$ cat config.mk
export PLATFORM = sky130hd
export DESIGN_NAME = mne_queue
export DESIGN_NICKNAME = d
export VERILOG_FILES = /design/src/mne_pkg.sv /design/src/mne_queue.sv
export SDC_FILE = /design/constraint.sdc
export NUM_CORES = 1
export LEC_CHECK = 0
export BUFFER_PORTS_ARGS = -buffer_cell sky130_fd_sc_hd__buf_2
export CAP_MARGIN = 25
export CORE_ASPECT_RATIO = 0.5
export CORE_MARGIN = 1
export CORE_UTILIZATION = 57
export CTS_CLUSTER_DIAMETER = 150
export DETAILED_ROUTE_END_ITERATION = 10
export GPL_TIMING_DRIVEN = 0
export PLACE_DENSITY_LB_ADDON = 0.2
export SLEW_MARGIN = 20
export SYNTH_ARGS = -nofsm -noshare
export SYNTH_HDL_FRONTEND = slang
export SYNTH_SLANG_ARGS = --single-unit
$ cat constraint.sdc
create_clock -name clk -period 4.9 [get_ports clk]
set_input_delay 0.98 -clock clk [delete_from_list [all_inputs] [get_ports clk]]
set_output_delay 0.98 -clock clk [all_outputs]
set_load 0.02 [all_outputs]
$ cat src/mne_pkg.sv
`timescale 1ns / 1ps
// Shared types and constants for the metatile name-table expander.
// Used by the front end, the word queue and the back end; depends on nothing.
package mne_pkg;

  // Operation codes of an input word.
  localparam logic [1:0] OP_LAYOUT = 2'd0;
  localparam logic [1:0] OP_CHUNK  = 2'd1;
  localparam logic [1:0] OP_BLOCK  = 2'd2;
  localparam logic [1:0] OP_DRAW   = 2'd3;

  // Queue between front and back end.
  localparam int QUEUE_AW    = 2;
  localparam int QUEUE_DEPTH = 1 << QUEUE_AW;

  // Fields of a chunk-map word and of a layout byte.
  localparam int FLIP_LSB   = 11;
  localparam int BLOCK_BITS = 10;
  localparam int CHUNK_BITS = 7;

  // Shift used for the reciprocal in the plane wrap-around.
  localparam int RECIP_SHIFT = 24;

  // Byte step between horizontally adjacent name-table entries.
  localparam logic [15:0] COL_STEP = 16'd2;

  // One classified word as it travels from front end to back end.
  typedef struct packed {
    logic [1:0]  kind;
    logic [14:0] index;
    logic [15:0] value;
    logic        on_map;
    logic [10:0] layout_addr;
    logic [3:0]  tx;
    logic [3:0]  ty;
    logic [15:0] col_px;
    logic [15:0] row_px;
    logic [15:0] base;
  } entry_t;

endpackage

$ cat src/mne_queue.sv
`timescale 1ns / 1ps
// Short first-in first-out queue of classified words between the two ends.
// Depends on mne_pkg.
module mne_queue import mne_pkg::*; (
  input  logic   clk,
  input  logic   rst,
  input  logic   push,
  input  entry_t push_entry,
  input  logic   pop,
  output entry_t head,
  output logic   empty,
  output logic   full
);

  entry_t              slots [QUEUE_DEPTH];
  logic [QUEUE_AW-1:0] wr_ptr;
  logic [QUEUE_AW-1:0] rd_ptr;
  logic [QUEUE_AW:0]   count;

  assign empty = (count == '0);
  assign full  = (count == (QUEUE_AW+1)'(QUEUE_DEPTH));
  assign head  = slots[rd_ptr];

  // Pointers and fill count.
  always_ff @(posedge clk) begin
    if (rst) begin
      wr_ptr <= '0;
      rd_ptr <= '0;
      count  <= '0;
    end else begin
      if (push) begin
        wr_ptr <= wr_ptr + 1'b1;
      end
      if (pop) begin
        rd_ptr <= rd_ptr + 1'b1;
      end
      count <= count + (QUEUE_AW+1)'(push) - (QUEUE_AW+1)'(pop);
    end
  end

  // Slot storage.
  always_ff @(posedge clk) begin
    if (push) begin
      slots[wr_ptr] <= push_entry;
    end
  end

  a_no_overflow: assert property (@(posedge clk) disable iff (rst) push |-> !full)
    else $error("queue written while full");
  a_no_underflow: assert property (@(posedge clk) disable iff (rst) pop |-> !empty)
    else $error("queue read while empty");

endmodule

==> results of run 1 <==
-- metrics by stage --
| stage | util (%) | hold WS (ns) | setup TNS, ns | setup slack, ns |
|---|---|---|---|---|
| after CTS | 69.5 | 0.551 | 0 | 1.45 |
| after floorplan | - | 0.492 | 0 | 1.12 |
| after global routing | 69.6 | 0.579 | 0 | 1.43 |
| final | 69.6 | 0.548 | 0 | 1.56 |
| after detailed placement | 65.3 | 0.538 | 0 | 2.03 |
| after global placement | 64.5 | 0.518 | -376.26 | -0.962 |
-- worst max-delay path, stage by stage (launching register included) --
cell and delay (ns):
dfxtp_1 0.33, clkbuf_1 0.56, buf_2 0.41, mux4_2 0.37, buf_2 0.18
-- per-layer routing --
metal	share of wire [%]	vias up
li1	-	2959
met1	40	3489
met5	0	-
met4	1.4	0
met2	54	161
met3	5.2	36
-- kinds of logic (layout without fill, tap and decap cells) --
| kind of cell | Yosys count | after routing |
|---|---|---|
| muxes | 102 | 102 |
| other | 0 | 3 |
| and+or+nand+nor | 14 | 14 |
| DFF | 413 | 413 |
| xor gates and xnor gates | 3 | 3 |
| AOI/OAI and AO/OA | 2 | 2 |
| adders and majority gates | 7 | 7 |
| buffers and inverters | 28 | 306 |
-- cells in the mapped netlist (all sizes together) (2+ instances only) --
cell type	instances	share of area (%)
edfxtp	404	81
mux4	101	15
buf	20	1.1
dfxtp	9	1.2
ha	6	0.50
inv	6	0.15
nor2	5	0.13
and2	4	0.17
clkbuf	2	0.050
nor2b	2	0.083
xnor2	2	0.12
-- cell type report --
class,count,area (um2)
Antenna cell,3,7.51
Buffer,22,170
Clock buffer,49,991
Clock inverter,14,92.6
Fill cell,1590,7770
Inverter,6,22.5
Multi-Input combinational cell,128,2520
Sequential cell,413,12300
Tap cell,344,430
Timing Repair Buffer,215,1230
-- worst max path at each step --
stage	to	slack, ns
after floorplan	slots[0][0]	1.12
after CTS	head[40]	1.45
final	head[89]	1.56
after global placement	slots[2][94]	-0.96
after global routing	head[40]	1.43
after detailed placement	head[22]	2.03
-- sequential cells by signal, summed over array words and instances, names as in the netlist, named ones only --
| register | cells |
|---|---|
| wr_ptr | 2 |
| rd_ptr | 2 |
| slots | 404 |
| count | 3 |
-- placed cells by master (no fill, tap or decap), types with 5 or more instances in the layout --
cell | synthesis | final
clkbuf_1 | 2 | 12
clkbuf_16 | 0 | 37
buf_6 | 10 | 10
dfxtp_1 | 9 | 9
buf_2 | 10 | 217
ha_1 | 6 | 6
edfxtp_1 | 404 | 404
clkinv_2 | 0 | 8
nor2_1 | 5 | 5
inv_1 | 6 | 6
mux4_2 | 101 | 101
-- power by group through the flow --
stage          combinational [mW]  clock (mW)  sequential (mW)
2_1_floorplan               0.552           0             4.18
3_3_place_gp                0.836           0             4.19
3_5_place_dp                0.873           0             4.17
4_1_cts                     0.878        2.70             4.10
5_1_grt                     0.921        2.83             4.11
6_report                    0.854        2.63             4.10
==> out/results.ini, run 1 <==
[cts]
cts_hold_buf = 0
cts_setup_buffers = 0
clock_latency_ns = 0.51
cts_resized = 0
cts.root.buffer_cell = clkbuf_16
cts_made_buffers = 35
cts.sinks = 413
h-tree-depth = 2
cts_max_path_buffers = 3
cts_tree = done
clk_pin_slew_worst_paths_ns = 0.07

[grt]
overflow = 0
busiest_layer = met2
grt_pass1_vias = 6850
met2_usage_pct = 35.4
met3_usage_pct = 4.17
grt_antenna_before_repair = 4
grt.met1_usage_pct = 26.4
grt_max_degree = 44
track_usage_pct = 20.1
grt_pass1_wl_mm = 39.5

[power]
internal-power_mw = 5.89
seq_power_share_pct = 54.0
p_leak_nw = 6.02
powerDensity_nw_per_um2 = 427
power_mw = 7.59
power_switching_mw = 1.70
combPwrFrac_pct = 11.3
p_sw_share_pct = 22.4
irDropWorstVdd_v = 0.000271
power_frac_clock_pct = 34.7

[worst_setup_path]
reg2reg_from = wr_ptr[0]
crit_path_max_fanout = 10
r2r_slack_ns = 2.88
reg2reg_to = slots[0][94]
start_kind = flop
arrival_ns = 2.36
required_ns = 3.92
path_class = flop to primary output
end_kind = primary output
reg2reg_depth = 5

[logic_synthesis]
ys_warn_count = 0
synthMuxAreaShare_pct = 15.2
synth_edf_count = 404
synth_top_family_by_area = multiplexers
synth_seq_cells = 413
synth_simple_gate_area_share_pct = 0.500
syn_avg_cell_area_um2 = 26.4
syn_nets = 681
synthCells = 569
synth_compound_area_share_pct = 0.100
syn-cell-area_um2 = 15000
ys_types = 20
synthArstFlopShare_pct = 0
synth_fa_ha_area_share_pct = 0.633
ys.flop_type = edfxtp_1
synthXorXnorAreaFrac_pct = 0.275
seq_area_frac_synth_pct = 82.0

[hold_path]
worstHoldStart = rd_ptr[0]
hp-class = flop to flop
hold_end = rd_ptr[1]
hold_path_depth = 2

[timing]
fin_crit_sh_pct = 68.1
rsz0062_at_grt = false
post-route-min-period_ns = 3.34
slew_headroom_pct = 51.5
setup_violations = 0
max_freq_ghz = 0.300
final.setup_skew_ns = 0.00967
hold_violations = 0
tightest_slew_ns = 0.728
slew_viol_final = 0

[drt]
detail_route.wl_per_cell_um = 22.2
vias_per_cell = 5.57
drtIter0Drc = 406
ant_nets = 0
vias = 6645
drt-total-wl_mm = 26.5
dr.pass1.iters = 4
drc = 0

[finish]
final_cells = 1194
drive_gt1_share_pct = 46.0
synthToLayoutAreaGrowth_pct = 18.4
final_cell_area_um2 = 17800
fin_nets = 933

[die]
ios = 208
fp-row-count = 41
die_area_um2 = 27000
fp.dieW_um = 232
core_area_um2 = 25500
die_h_um = 117
initial_utilization_pct = 58.8

[placement]
dp.cells = 1128
gp_congestion = 0.712
hpwl_mm = 16.3
dpl-instance-area_um2 = 16700
portBuffers = 207

[run_status]
status = completed

[run]
maxCapViolations = 0

No activity file was read; power rests on OpenSTA's default activity.
==> run 2, diff against run 1 <==
--- a/config.mk
+++ b/config.mk
@@ -9,7 +9,7 @@
 export CAP_MARGIN = 25
 export CORE_ASPECT_RATIO = 0.5
 export CORE_MARGIN = 1
-export CORE_UTILIZATION = 57
+export CORE_UTILIZATION = 51
 export CTS_CLUSTER_DIAMETER = 150
 export DETAILED_ROUTE_END_ITERATION = 10
 export GPL_TIMING_DRIVEN = 0
==> constraint.sdc (replaced) <==
create_clock -name clk -period 2.9 [get_ports clk]
set_input_delay 0.58 -clock clk [delete_from_list [all_inputs] [get_ports clk]]
set_output_delay 0.58 -clock clk [all_outputs]
set_load 0.02 [all_outputs]
==> out/results.ini, run 2 (synthesis results as in run 1) <==
[run_status]
status = completed

[power]
internal-power_mw = 9.88  ; +68%
p_sw_share_pct = 22.7  ; +0.31 points
p_leak_nw = 6.02  ; -0.11%
powerDensity_nw_per_um2 = 718  ; +68%
combPwrFrac_pct = 11.4  ; about the same
irDropWorstVdd_v = 0.000434  ; +60%
power_switching_mw = 2.90  ; +71%
power_frac_clock_pct = 34.4  ; -0.3 points
seq_power_share_pct = 54.2  ; +0.2 points

[die]
fp-row-count = 43  ; +4.9%
fp.dieW_um = 245  ; +5.7%
ios = 208  ; unchanged
die_h_um = 123  ; +5.6%
die_area_um2 = 30200  ; +12%
initial_utilization_pct = 53.1  ; -5.7 points
core_area_um2 = 28300  ; +11%

[grt]
grt_max_degree = 46  ; +4.5%
grt_antenna_before_repair = 3  ; -1
overflow = 0  ; unchanged
track_usage_pct = 19.0  ; -1.1 points
grt_pass1_wl_mm = 41.9  ; +6.2%
grt_pass1_vias = 7163  ; +4.6%

[drt]
drtIter0Drc = 420  ; +3.4%
drt-total-wl_mm = 27.7  ; +4.5%
drc = 0  ; unchanged
detail_route.wl_per_cell_um = 22.6  ; +1.6%
vias_per_cell = 5.44  ; -2.2%
ant_nets = 0  ; unchanged
dr.pass1.iters = 4  ; unchanged
vias = 6679  ; +0.51%

[worst_setup_path]
required_ns = 2.32  ; -1.60 ns
start_kind = flop
reg2reg_to = slots[0][8]
reg2reg_from = wr_ptr[0]
end_kind = primary output
reg2reg_depth = 5  ; unchanged
arrival_ns = 2.05  ; -0.31 ns
crit_top_cell = buf_2
path_cells = clkbuf_2, buf_2, mux4_2, buf_2
r2r_slack_ns = 0.84  ; -2.04 ns
max_stage_delay_ns = 0.37  ; -0.19 ns
cp_slowest_cell = mux4_2
path_class = flop to primary output
crit_path_max_fanout = 10  ; unchanged

[hold_path]
hold_end = slots[3][60]
worstHoldStart = push_entry[60]
hold_path_depth = 1  ; -1
hp-class = primary input to flop

[cts]
cts_resized = 1  ; +1
cts_made_buffers = 36  ; +2.9%
cts.root.buffer_cell = clkbuf_16
cts_tree = done
clk_pin_slew_worst_paths_ns = 0.07  ; about the same
h-tree-depth = 2  ; unchanged
cts_max_path_buffers = 3  ; unchanged
cts_setup_buffers = 0  ; unchanged
cts_hold_buf = 0  ; unchanged
cts.sinks = 413  ; unchanged
clock_latency_ns = 0.52  ; about the same

[placement]
hpwl_mm = 17.2  ; +5.6%
gp_congestion = 0.707  ; -0.60%
portBuffers = 207  ; unchanged
dp.cells = 1166  ; +3.4%
place_ws_ns = 0.408  ; -1.62 ns

[finish]
multiInputGateArea_um2 = 2520  ; unchanged
drive_gt1_share_pct = 45.8  ; -0.26 points
mostFrequentLayoutCells = edfxtp_1 (404), buf_2 (217), mux4_2 (101)
max_flop_register = slots
filler_cell_count = 1994  ; +25%
fin_nets = 934  ; +0.11%
layout_commonest_cell = edfxtp_1
final_cells = 1227  ; +2.8%
synthToLayoutAreaGrowth_pct = 18.5
largest_register_ffs = 404  ; unchanged
regArea_um2 = 12300  ; unchanged
top_regs = slots (404), count (3)

[timing]
setup_violations = 0  ; unchanged
post-route-min-period_ns = 2.63
max_freq_ghz = 0.380
tightest_slew_ns = 0.721  ; -0.00768 ns
setup_ws_ns = 0.265  ; -1.30 ns
hold_violations = 0  ; unchanged
slew_headroom_pct = 52.0  ; +0.51 points
rsz0062_at_grt = false
fin_crit_sh_pct = 90.9
fin_setup_tns_ns = 0  ; unchanged
final.setup_skew_ns = 0.0105  ; +0.000816 ns
slew_viol_final = 0  ; unchanged

[run]
maxCapViolations = 0  ; unchanged

[run 2: cell type report]
class                      count  share of cell area, %
clock inverter                14                  0.485
sequential                   413                   69.2
inverter                       6                  0.127
multi-input combinational    128                   14.2
tap                          382                   2.69
clock buffer                  45                   5.37
timing repair buffer         215                   7.01
buffer                        22                  0.963
antenna                        2                 0.0281
[run 2: stage by stage]
step	instance area, um2	power [mW]	utilization [%]	hold WS, ns
2_1_floorplan	15000	7.97	-	0.492
3_5_place_dp	16800	8.54	59.2	0.530
4_1_cts	17800	12.9	62.9	0.243
6_report	17800	12.8	62.9	0.270
5_1_grt	17800	13.2	62.9	0.249
3_3_place_gp	16500	8.49	58.4	0.524
[run 2: metal layers]
metal / part of all wire [%] / global-route usage (%) / vias to the layer above
li1: - / - / 2954
met1: 42 / 25.3 / 3555
met2: 52 / 32.4 / 127
met3: 4.0 / 3.69 / 41
met4: 1.7 / 5.47 / 2
met5: 0.047 / 0 / -
[run 2: worst max path at each step]
stage / start / end / slack (ns) / depth (start not counted)
floorplan: push / slots[1][0] / 0.63 / 1
global route: flop / head[38] / 0.08 / 4
CTS: flop / head[19] / 0.18 / 4
global placement: push / slots[0][24] / -0.64 / 2
finish: flop / head[38] / 0.27 / 4
detailed placement: flop / head[38] / 0.41 / 4
[run 2: critical path, delay by kind of cell, from the launching register on]
family	cells	cell delay, ns
buffers and inverters	3	0.84
DFF	1	0.33
muxes	1	0.37
[run 2: power groups by stage]
| stage | clock, mW | sequential [mW] | combinational, mW |
|---|---|---|---|
| finish | 4.40 | 6.92 | 1.46 |
| global route | 4.74 | 6.94 | 1.56 |
| CTS | 4.50 | 6.92 | 1.50 |
| detailed placement | 0 | 7.05 | 1.49 |
| global placement | 0 | 7.06 | 1.43 |
| floorplan | 0 | 7.04 | 0.933 |
