### config.mk
export PLATFORM = sky130hd
export DESIGN_NAME = mne_front
export DESIGN_NICKNAME = d
export VERILOG_FILES = /design/src/mne_pkg.sv /design/src/mne_front.sv
export SDC_FILE = /design/constraint.sdc
export NUM_CORES = 1
export LEC_CHECK = 0
export ABC_AREA = 1
export BUFFER_PORTS_ARGS = -buffer_cell sky130_fd_sc_hd__buf_2
export CELL_PAD_IN_SITES_DETAIL_PLACEMENT = 1
export CELL_PAD_IN_SITES_GLOBAL_PLACEMENT = 1
export CORE_MARGIN = 1.5
export CORE_UTILIZATION = 33
export DETAILED_ROUTE_END_ITERATION = 12
export GPL_TIMING_DRIVEN = 0
export PLACE_DENSITY = 0.89
export SETUP_SLACK_MARGIN = 0.2
export SLEW_MARGIN = 20
export SYNTH_ARGS = -nofsm -noshare
export SYNTH_HDL_FRONTEND = slang
export SYNTH_SLANG_ARGS = --single-unit
### constraint.sdc
create_clock -name clk -period 6.56 [get_ports clk]
set_input_delay 0.984 -clock clk [delete_from_list [all_inputs] [get_ports clk]]
set_output_delay 0.984 -clock clk [all_outputs]
set_load 0.1 [all_outputs]
### src/mne_pkg.sv
`timescale 1ns / 1ps
// Shared types and constants for the metatile name-table expander.
// Used by the front end, the word queue and the back end; depends on nothing.
package mne_pkg;

  // Operation codes of an input word.
  localparam logic [1:0] OP_LAYOUT = 2'd0;
  localparam logic [1:0] OP_CHUNK  = 2'd1;
  localparam logic [1:0] OP_BLOCK  = 2'd2;
  localparam logic [1:0] OP_DRAW   = 2'd3;

  // Queue between front and back end.
  localparam int QUEUE_AW    = 2;
  localparam int QUEUE_DEPTH = 1 << QUEUE_AW;

  // Fields of a chunk-map word and of a layout byte.
  localparam int FLIP_LSB   = 11;
  localparam int BLOCK_BITS = 10;
  localparam int CHUNK_BITS = 7;

  // Shift used for the reciprocal in the plane wrap-around.
  localparam int RECIP_SHIFT = 24;

  // Byte step between horizontally adjacent name-table entries.
  localparam logic [15:0] COL_STEP = 16'd2;

  // One classified word as it travels from front end to back end.
  typedef struct packed {
    logic [1:0]  kind;
    logic [14:0] index;
    logic [15:0] value;
    logic        on_map;
    logic [10:0] layout_addr;
    logic [3:0]  tx;
    logic [3:0]  ty;
    logic [15:0] col_px;
    logic [15:0] row_px;
    logic [15:0] base;
  } entry_t;

endpackage

### src/mne_front.sv
`timescale 1ns / 1ps
// Front end: takes command words, classifies them and prepares draw geometry.
// Depends on mne_pkg; feeds mne_queue.
module mne_front import mne_pkg::*; #(
  parameter int MAP_CHUNK_COLS = 64,
  parameter int MAP_CHUNK_ROWS = 8
) (
  input  logic               clk,
  input  logic               rst,
  input  logic               start,
  output logic               busy,
  input  logic [1:0]         opcode,
  input  logic [14:0]        table_index,
  input  logic [15:0]        table_value,
  input  logic signed [15:0] scroll_x,
  input  logic signed [15:0] scroll_y,
  input  logic signed [15:0] pos_x,
  input  logic signed [15:0] pos_y,
  input  logic               layer,
  input  logic [15:0]        vram_base,
  input  logic               full,
  output logic               push,
  output entry_t             push_entry
);

  logic [15:0] wx;
  logic [15:0] wy;
  logic [16:0] vx;
  logic [16:0] vy;
  logic        keep;
  logic        accept;
  entry_t      cls;
  logic        f_valid;
  entry_t      f_entry;

  // Wrapped pixel position selects the chunk; the unwrapped sum selects the plane cell.
  always_comb begin
    wx = 16'(scroll_x + pos_x);
    wy = 16'(scroll_y + pos_y);
    vx = {scroll_x[15], scroll_x} + {pos_x[15], pos_x};
    vy = {scroll_y[15], scroll_y} + {pos_y[15], pos_y};
    cls.kind        = opcode;
    cls.index       = table_index;
    cls.value       = table_value;
    cls.on_map      = !wx[15] && ({1'b0, wx[14:8]} < 8'(MAP_CHUNK_COLS)) &&
                      !wy[15] && ({1'b0, wy[14:8]} < 8'(MAP_CHUNK_ROWS));
    cls.layout_addr = {layer, wy[10:8], wx[14:8]};
    cls.tx          = wx[7:4];
    cls.ty          = wy[7:4];
    cls.col_px      = {vx[16], vx[16:4], 2'b00};
    cls.row_px      = {vy[16], vy[16:4], 2'b00};
    cls.base        = vram_base;
  end

  // Loads beyond the end of their store have no effect and are dropped here.
  always_comb begin
    case (opcode)
      OP_LAYOUT: keep = (table_index[14:11] == 4'd0);
      OP_BLOCK:  keep = (table_index[14:12] == 3'd0);
      default:   keep = 1'b1;
    endcase
  end

  assign busy   = f_valid && full;
  assign accept = start && !busy;
  assign push   = f_valid && !full;
  assign push_entry = f_entry;

  // Single holding register in front of the queue.
  always_ff @(posedge clk) begin
    if (rst) begin
      f_valid <= 1'b0;
    end else begin
      f_valid <= (accept && keep) || (f_valid && !push);
    end
  end

  always_ff @(posedge clk) begin
    if (accept && keep) begin
      f_entry <= cls;
    end
  end

endmodule

==> qor.txt, run 1 <==
Setup Viol. Count Final = 0
Worst setup EP type = primary output
Clock buffers created by TritonCTS = 9
Avg Inst Size Synth = 9.53 sq um
Max Root-Sink Buffers = 2
WL/cell = 15.6 microns
CTS tree = built
Pleak = 3.14 nW
Worst-path maximum fanout = 2
IO Pins = 221
Core Area = 12,800 sq um
R2R Path Start = f_valid
Slowest stage delay, CP = 0.44 ns
Max Clk Rate = 367 MHz
Clock sink count = 78
Mapped Cells = 459
Final setup slack of the worst path = 3.84 ns
Congestion Overflow GR = 0
Gpl congestion = 0.848
Clock tree root driver cell = clkbuf_16
Starting Density = 34.3%
CTS H-tree depth = 3
Vias/cell = 4.57
Worst EP arrival = 1.74 ns
Crit start category = input pin
Final Hold Vio Count = 0
DRC = 0
Sequential area share after synthesis = 53.3%
Layout fillers = 1,544
First DRT Iteration DRCs = 172
CTS resizes = 0
Crit path kind = in2out
Synth unique cells = 28
Max IR drop VDD = 0.124 mV
Initial antenna violation count = 1
Number of nets in the layout = 840
Largest net degree at the start of global routing = 27
Antenna Nets Post-Route = 0
Via count = 3,969
Hold_ws = 0.551 ns
Clk Latency, worst-skew pair = 0.32 ns
Crit path cell chain = buf_2 > nand2_1 > inv_1 > buf_2
Dpl ws = 3.51 ns
Actual slew at the worst max-slew pin = 0.515 ns
Yosys warnings = 0
Die X = 118 microns
Clock transition at the registers of the reported paths = 0.05 ns
Worst Skew = 0.00266 ns
Final period util = 41.5%
HPWL Detailed = 11,800 microns
Synthesized flop and latch total = 78
Grt met2 use = 37.4%
Row count = 41
Port bufs = 216
Total Wirelength = 13,600 microns
Min-Delay Path Class = reg2reg
Mapped cell area = 4380 sq um
R2R Setup Slk = 4.71 ns
Minimum clock period = 2.72 ns
Die height = 118 microns
Vias in the first global route = 4,150
Outcome = finished, final reports clean
Layout Utilization = 47.6%
Grt met3 use = 3.86%
GR peak layer = met2
Max Slew Vio Count = 0
Crit-path slowest cell = buf_2
Worst setup endpoint = busy
Most frequent CP cell = buf_2
First-pass GRT wire length = 21,300 microns
Max-cap violations = 0
Ratio of cells with drive above 1 in the final layout = 39.9%
Cts hold-fix bufs = 0
DR pass1 iterations = 4
PwrDens = 282 nW/um^2
Die ar. = 14,000 sq um
Area Overhead vs Synth = 38.9%
CP Launch Point = full
Post-CTS Setup Bufs = 0
FF-to-FF End = push_entry[54]
Relative max-transition margin = 65.9%
R2R depth = 6
Setup TNS = 0 ns
RSZ-0062 raised after global routing = no
GRT Total Usage = 19.5%
Met1 Use GR = 21.7%
Final Power = 1.72 mW
Worst path required time = 5.58 ns
## power by group
part	internal (mW)	leakage [nW]	switching, mW
clock	0.328	0.144	0.176
combinational	0.133	2.27	0.473
sequential	0.593	0.731	0.0129
total	1.05	3.14	0.661
## flip-flops by register name (all words and copies together) (netlist names)
register    flops
f_valid         1
push_entry     77
## synth_stat cells (all sizes together)
cell / count / area, sq um
xnor2: 5 / 43.8
ha: 30 / 375
xor2: 11 / 96.3
nand4: 4 / 25.0
o211ai: 1 / 7.51
o21bai: 3 / 22.5
a21oi: 24 / 128
a31oi: 4 / 25.0
edfxtp: 77 / 2310
o31ai: 2 / 15.0
and3: 2 / 12.5
nand2: 150 / 591
buf: 24 / 180
and2: 2 / 12.5
nand3: 17 / 95.1
inv: 76 / 285
nor4: 1 / 6.26
conb: 1 / 3.75
dfxtp: 1 / 20.0
o21ai: 4 / 20.0
nor2: 15 / 58.8
nor3: 5 / 40.0
## worst min-delay path by stage
stage / startpoint / end / slack [ns] / depth (start not counted)
finish: f_valid / f_valid / 0.55 / 2
global placement: f_valid / f_valid / 0.47 / 2
detailed placement: f_valid / f_valid / 0.51 / 2
global route: f_valid / f_valid / 0.57 / 2
CTS: f_valid / f_valid / 0.55 / 2
floorplan: f_valid / f_valid / 0.46 / 2
## critical path, delay by kind of cell
kind          cells  cell delay, ns
buf+inv           3            0.67
simple gates      1            0.09
## metrics by stage
step / cells / cell area (sq um)
5_1_grt: 869 / 6080
6_report: 869 / 6080
3_5_place_dp: 853 / 5770
2_1_floorplan: 462 / 4390
4_1_cts: 868 / 6080
3_3_place_gp: 850 / 5680
## routing by layer
metal,part of all wire [%],vias up
li1,-,1942
met1,39,1883
met2,54,131
met3,5.4,13
met4,1.4,0
met5,0,-
## placed cells by master (no fill, tap or decap), types with 3 or more instances in the layout
master / instances
edfxtp_1: 77
o21bai_1: 3
buf_4: 24
inv_1: 73
a21oi_1: 22
a31oi_1: 4
buf_2: 216
nand2_2: 11
nand4_1: 4
o21ai_0: 4
xnor2_1: 5
nand3_1: 15
clkbuf_16: 9
nor2_1: 13
nand2_1: 139
conb_1: 4
nor3_2: 3
xor2_1: 11
inv_2: 3
ha_1: 30
buf_16: 3
## cell families after synthesis
| kind of cell | share of synthesized area [%] |
|---|---|
| AND/OR/NAND/NOR | 19.2 |
| other | 0.0857 |
| adder cells (fa/ha/maj) | 8.58 |
| buffers and inverters | 10.6 |
| flip-flops | 53.3 |
| AO/OA/AOI/OAI | 4.98 |
| XOR/XNOR | 3.20 |
## layout make-up
type	count	area, sq um	share of cell area [%]
Sequential cell	78	2330	38.4
Clock inverter	5	75.1	1.23
Inverter	76	285	4.69
Antenna cell	1	2.50	0.0412
Clock buffer	10	229	3.77
Tap cell	172	215	3.54
Buffer	24	180	2.96
Timing Repair Buffer	219	1160	19.1
Multi-Input combinational cell	284	1600	26.3
Power figures use the tool's default switching activity.
==> run 2: changes to the inputs <==
--- a/config.mk
+++ b/config.mk
@@ -10,10 +10,10 @@
 export CELL_PAD_IN_SITES_DETAIL_PLACEMENT = 1
 export CELL_PAD_IN_SITES_GLOBAL_PLACEMENT = 1
 export CORE_MARGIN = 1.5
-export CORE_UTILIZATION = 33
+export CORE_UTILIZATION = 30
 export DETAILED_ROUTE_END_ITERATION = 12
 export GPL_TIMING_DRIVEN = 0
-export PLACE_DENSITY = 0.89
+export PLACE_DENSITY = 0.86
 export SETUP_SLACK_MARGIN = 0.2
 export SLEW_MARGIN = 20
 export SYNTH_ARGS = -nofsm -noshare
==> constraint.sdc (replaced) <==
create_clock -name clk -period 2.4 [get_ports clk]
set_input_delay 0.36 -clock clk [delete_from_list [all_inputs] [get_ports clk]]
set_output_delay 0.36 -clock clk [all_outputs]
set_load 0.1 [all_outputs]
==> qor.txt, run 2 (synthesis results as in run 1) <==
Outcome = finished, final reports clean
Most frequent cells in the layout = 216 x buf_2, 139 x nand2_1, 77 x edfxtp_1
Max-cap violations = 0 (unchanged)
GRT Total Usage = 16.3% (-3.2 points)
Fin area = 6010 sq um (-1.2%)
Top Family by Delay on Critical Path = simple AND/OR/NAND/NOR gates
Worst setup EP type = register
Starting Density = 31.2% (-3.1 points)
Minimum clock period = 1.81 ns
Reg power frac = 36.4% (+1.1 points)
Clock share of power = 27.5% (-1.9 points)
Placed inst area = 5740 sq um (-0.56%)
DRC = 0 (unchanged)
Grt met3 use = 3.53% (-0.34 points)
WL/cell = 14.5 microns (-6.9%)
Initial antenna violation count = 0 (-1)
Psw = 1.78 mW (+170%)
Vias in the first global route = 3,898 (-6.1%)
Clock sink count = 78 (unchanged)
Setup Viol. Count Final = 0 (unchanged)
Min-Delay Path Class = in2reg
Row count = 43 (+4.9%)
Layout fillers = 1,692 (+9.6%)
Actual slew at the worst max-slew pin = 0.615 ns (+0.0996 ns)
Met1 Use GR = 19.9% (-1.8 points)
Crit-path slowest cell = nor2_4
Setup TNS = 0 ns (unchanged)
Gpl congestion = 0.824 (-2.7%)
Commonest non-fill, non-tap cell in the layout = buf_2
Final period util = 75.3%
R2R depth = 4 (-2)
Relative max-transition margin = 58.9% (-7.0 points)
First DRT Iteration DRCs = 146 (-15%)
Cts hold-fix bufs = 0 (unchanged)
Max IR drop VDD = 0.313 mV (+150%)
WHS Path Cells = 2 (unchanged)
Max Slew Vio Count = 0 (unchanged)
Cells after DPL = 860 (+0.82%)
Area Overhead vs Synth = 37.3%
Ratio of cells with drive above 1 in the final layout = 39.8% (-0.12 points)
Slowest stage delay, CP = 0.55 ns (+0.11 ns)
CTS resizes = 0 (unchanged)
Die ar. = 15,300 sq um (+9.7%)
N_diodes = 0 (-1)
Worst path required time = 2.43 ns (-3.15 ns)
IO Pins = 221 (unchanged)
Final std cells w/o fill = 873 (+0.46%)
Crit path cell chain = buf_2 > nor4_1 > o21ai_0 > nor2_4 > buf_12
Crit path kind = in2reg
Number of nets in the layout = 839 (-0.12%)
Die height = 124 microns (+4.8%)
Sw Share = 39.3% (+0.72 points)
Vias/cell = 4.46 (-2.4%)
Total Wirelength = 12,700 microns (-6.4%)
Worst-path maximum fanout = 31 (+29)
Largest net degree at the start of global routing = 32 (+19%)
HPWL Detailed = 11,000 microns (-7.0%)
DR pass1 iterations = 4 (unchanged)
CTS tree = built
Clock transition at the registers of the reported paths = 0.05 ns (about the same)
CTS H-tree depth = 3 (unchanged)
Core Area = 14,000 sq um (+9.9%)
Final Hold Vio Count = 0 (unchanged)
WP depth = 5 (+1)
Layout Utilization = 42.8% (-4.8 points)
First-pass GRT wire length = 19,000 microns (-11%)
Grt met2 use = 28.2% (-9.1 points)
Max Root-Sink Buffers = 2 (unchanged)
Pleak = 3.11 nW (-1.0%)
Final setup slack of the worst path = 0.592 ns (-3.24 ns)
Seq. cell area = 2330 sq um (unchanged)
GR peak layer = met2
Multi-input gate area = 1600 sq um (unchanged)
Die X = 124 microns (+4.8%)
Crit start category = input pin
Post-CTS Setup Bufs = 0 (unchanged)
Via count = 3,890 (-2.0%)
Buf/Inv on CP = 2 (-1)
Dpl ws = 0.193 ns (-3.32 ns)
P_int = 2.76 mW (+160%)
Port bufs = 216 (unchanged)
Clk Latency, worst-skew pair = 0.33 ns (about the same)
Number of flip-flops under the largest register name = 77 (unchanged)
Max Clk Rate = 553 MHz
Worst EP arrival = 1.83 ns (+0.09 ns)
RSZ-0062 raised after global routing = no
Gate power share = 36.1% (+0.8 points)
Final Power = 4.54 mW (+160%)
Clock buffers created by TritonCTS = 9 (unchanged)
Antenna Nets Post-Route = 0 (unchanged)
Clock tree root driver cell = clkbuf_16
Worst Skew = 0.00384 ns (+0.00118 ns)
Congestion Overflow GR = 0 (unchanged)
PwrDens = 756 nW/um^2 (+170%)
Hold_ws = 0.178 ns (-0.373 ns)
## run 2: cell types whose count changed in the layout (fill, tap and decap cells not counted)
cell / before / now
buf_12: 0 / 2
buf_16: 3 / 0
clkinv_1: 2 / 1
bufinv_16: 2 / 1
clkinvlp_4: 1 / 0
diode_2: 1 / 0
clkinv_2: 0 / 1
## run 2: metal layers
metal	share of wire [%]	wire, microns
met1	41	5220
met4	1.7	221
met3	8.2	1040
met5	0	0
met2	49	6200
## run 2: worst register-to-register path, cell delays in order (launching register included)
cell,delay (ns)
dfxtp_1,0.31
nand2_1,0.08
inv_1,0.08
nor2_4,0.48
buf_12,0.29
## run 2: final timing paths
path / from / end / slack [ns]
hold reg to reg: f_valid / f_valid / 0.49
setup reg to reg: f_valid / push_entry[10] / 0.85
hold / removal: rst / f_valid / 0.18
setup / recovery: table_index[13] / push_entry[10] / 0.59
## run 2: power groups by stage
stage / registers (mW) / logic [mW] / clock network [mW]
final: 1.65 / 1.64 / 1.25
after detailed placement: 1.68 / 1.64 / 0
after floorplan: 2.26 / 0.707 / 0
after CTS: 1.66 / 1.65 / 1.29
after global routing: 1.66 / 1.75 / 1.33
after global placement: 1.68 / 1.61 / 0
## run 2: final cells by class
cell class	count	share of cell area [%]
clock buffers	10	3.81
well taps	180	3.75
inverters	76	4.75
multi-input cells	284	26.6
repair buffers	218	18.7
plain buffers	24	3.00
clock inverters	3	0.646
flip-flops and latches	78	38.8
==> run 3: changes to the inputs <==
==> constraint.sdc (replaced) <==
create_clock -name clk -period 1.5 [get_ports clk]
set_input_delay 0.225 -clock clk [delete_from_list [all_inputs] [get_ports clk]]
set_output_delay 0.225 -clock clk [all_outputs]
set_load 0.1 [all_outputs]
==> qor.txt, run 3 (synthesis results as in run 1) <==
Outcome = finished, final reports clean
CTS tree = built
Clock transition at the registers of the reported paths = 0.06 ns (about the same)
Max Root-Sink Buffers = 2 (unchanged)
FF-to-FF End = push_entry[74]
Congestion Overflow GR = 0 (unchanged)
R2R Path Start = f_valid
Layout fillers = 1,467 (-13%)
Crit path kind = in2reg
Dpl ws = -0.904 ns (-1.10 ns)
Number of flip-flops under the largest register name = 77 (unchanged)
Final setup slack of the worst path = 0.0586 ns (-0.533 ns)
PwrDens = 1030 nW/um^2 (+36%)
DR pass1 iterations = 4 (unchanged)
Ratio of cells with drive above 1 in the final layout = 65.6% (+26 points)
R2R depth = 6 (+2)
First-pass GRT wire length = 23,300 microns (+23%)
Largest net degree at the start of global routing = 15 (-53%)
Final Power = 8.58 mW (+89%)
Row count = 43 (unchanged)
Port bufs = 216 (unchanged)
IO Pins = 221 (unchanged)
Worst EP arrival = 1.52 ns (-0.31 ns)
Initial antenna violation count = 3 (+3)
Die ar. = 15,300 sq um (unchanged)
Worst-path maximum fanout = 4 (-87%)
DRC = 0 (unchanged)
CP Launch Point = pos_x[9]
Max Clk Rate = 694 MHz
Crit start category = input pin
Gpl congestion = 0.865 (+5.0%)
Worst Skew = 0.00525 ns (+0.00140 ns)
Worst setup endpoint = push_entry[67]
HPWL Detailed = 11,800 microns (+7.9%)
Minimum clock period = 1.44 ns
Seq. cell area = 2330 sq um (about the same)
Antenna Nets Post-Route = 0 (unchanged)
Clock sink count = 78 (unchanged)
Max IR drop VDD = 0.590 mV (+89%)
Via count = 4,343 (+12%)
Worst setup EP type = register
Vias/cell = 4.70 (+5.4%)
Clk Latency, worst-skew pair = 0.32 ns (about the same)
Die X = 124 microns (unchanged)
Most frequent cells in the layout = 93 x buf_2, 91 x buf_4, 77 x edfxtp_1
WL/cell = 18.9 microns (+30%)
Cts hold-fix bufs = 0 (unchanged)
Final Hold Vio Count = 0 (unchanged)
Pleak = 3.82 nW (+23%)
CTS H-tree depth = 3 (unchanged)
Multi-input gate area = 2470 sq um (+55%)
GRT Total Usage = 20.0% (+3.7 points)
Area Overhead vs Synth = 90.6%
R2R Setup Slk = 0.24 ns (-0.61 ns)
Final period util = 96.1%
Clock buffers created by TritonCTS = 9 (unchanged)
Worst path required time = 1.58 ns (-0.85 ns)
Max Slew Vio Count = 0 (unchanged)
Die height = 124 microns (unchanged)
First DRT Iteration DRCs = 157 (+7.5%)
Starting Density = 31.2% (unchanged)
RSZ-0062 raised after global routing = yes
Vias in the first global route = 4,482 (+15%)
Commonest non-fill, non-tap cell in the layout = buf_2
Total Wirelength = 17,500 microns (+38%)
Max-cap violations = 0 (unchanged)
Core Area = 14,000 sq um (unchanged)
Setup Viol. Count Final = 0 (unchanged)
Number of nets in the layout = 885 (+5.5%)
Min-Delay Path Class = in2reg
Clock tree root driver cell = clkbuf_16
-- run 3: changes by cell type in the layout (fill, tap and decap cells not counted), sizes merged --
cell    before  now
clkbuf      10   20
clkinv       2    5
diode        0    3
buf        242  276
inv         76   77
nor2        15   16
-- run 3: worst min path at each step --
| stage | start | to | depth (start not counted) | slack [ns] |
|---|---|---|---|---|
| after global placement | rst | f_valid | 2 | 0.39 |
| after detailed placement | rst | f_valid | 2 | 0.39 |
| final | rst | f_valid | 2 | 0.05 |
| after floorplan | rst | f_valid | 1 | 0.29 |
| after global routing | rst | f_valid | 2 | 0.04 |
| after CTS | rst | f_valid | 2 | 0.05 |
-- run 3: layer usage --
layer | wire length [microns] | GRT usage, % | up-vias
met2 | 9710 | 38.5 | 171
met3 | 1120 | 3.85 | 29
met1 | 6250 | 22.0 | 2108
met4 | 386 | 5.68 | 2
li1 | - | - | 2033
met5 | 13 | 0 | -
-- run 3: repair_timing --
item / 4_1_cts / 5_1_grt
hold endpoints to repair: 0 / 0
pin swaps: 36 / 85
gates cloned: 3 / 1
gates resized for setup: 199 / 147
endpoints found under the setup margin: 172 / 130
buffers inserted: 22 / 20
-- run 3: per-stage QoR --
| step | TNS [ns] | instance area (sq um) | util [%] | std cells | hold slack (ns) |
|---|---|---|---|---|---|
| global route | -0.0397 | 8340 | 59.4 | 924 | 0.0387 |
| detailed placement | -55.68 | 6460 | 46.0 | 860 | 0.394 |
| global placement | -105.66 | 6410 | 45.6 | 858 | 0.389 |
| finish | 0 | 8340 | 59.4 | 925 | 0.0515 |
| floorplan | -75.21 | 5100 | - | 462 | 0.294 |
| CTS | 0 | 7630 | 54.4 | 901 | 0.0499 |
-- run 3: where the power goes --
group | switching (mW) | internal [mW] | leakage, nW
Clock | 0.816 | 1.28 | 0.142
Sequential | 0.0986 | 2.60 | 0.731
Combinational | 2.43 | 1.37 | 2.95
Total | 3.34 | 5.24 | 3.82
-- run 3: worst max-delay path, cell delays in order --
cell and delay [ns]:
buf_2 0.13, ha_4 0.27, nand2_2 0.08, inv_1 0.08, nand2_1 0.10, nand2_2 0.08, a21oi_2 0.20, nand2_1 0.08
nand2_1 0.08, nand2_2 0.07, nand3_2 0.09, nor2_2 0.04
-- run 3: area by class of cell --
class	count	share of cell area [%]
Antenna cell	3	0.0900
Buffer	24	5.16
Timing Repair Buffer	263	27.5
Clock inverter	7	0.765
Sequential cell	78	28.0
Tap cell	180	2.70
Inverter	76	3.45
Clock buffer	9	2.70
Multi-Input combinational cell	285	29.6
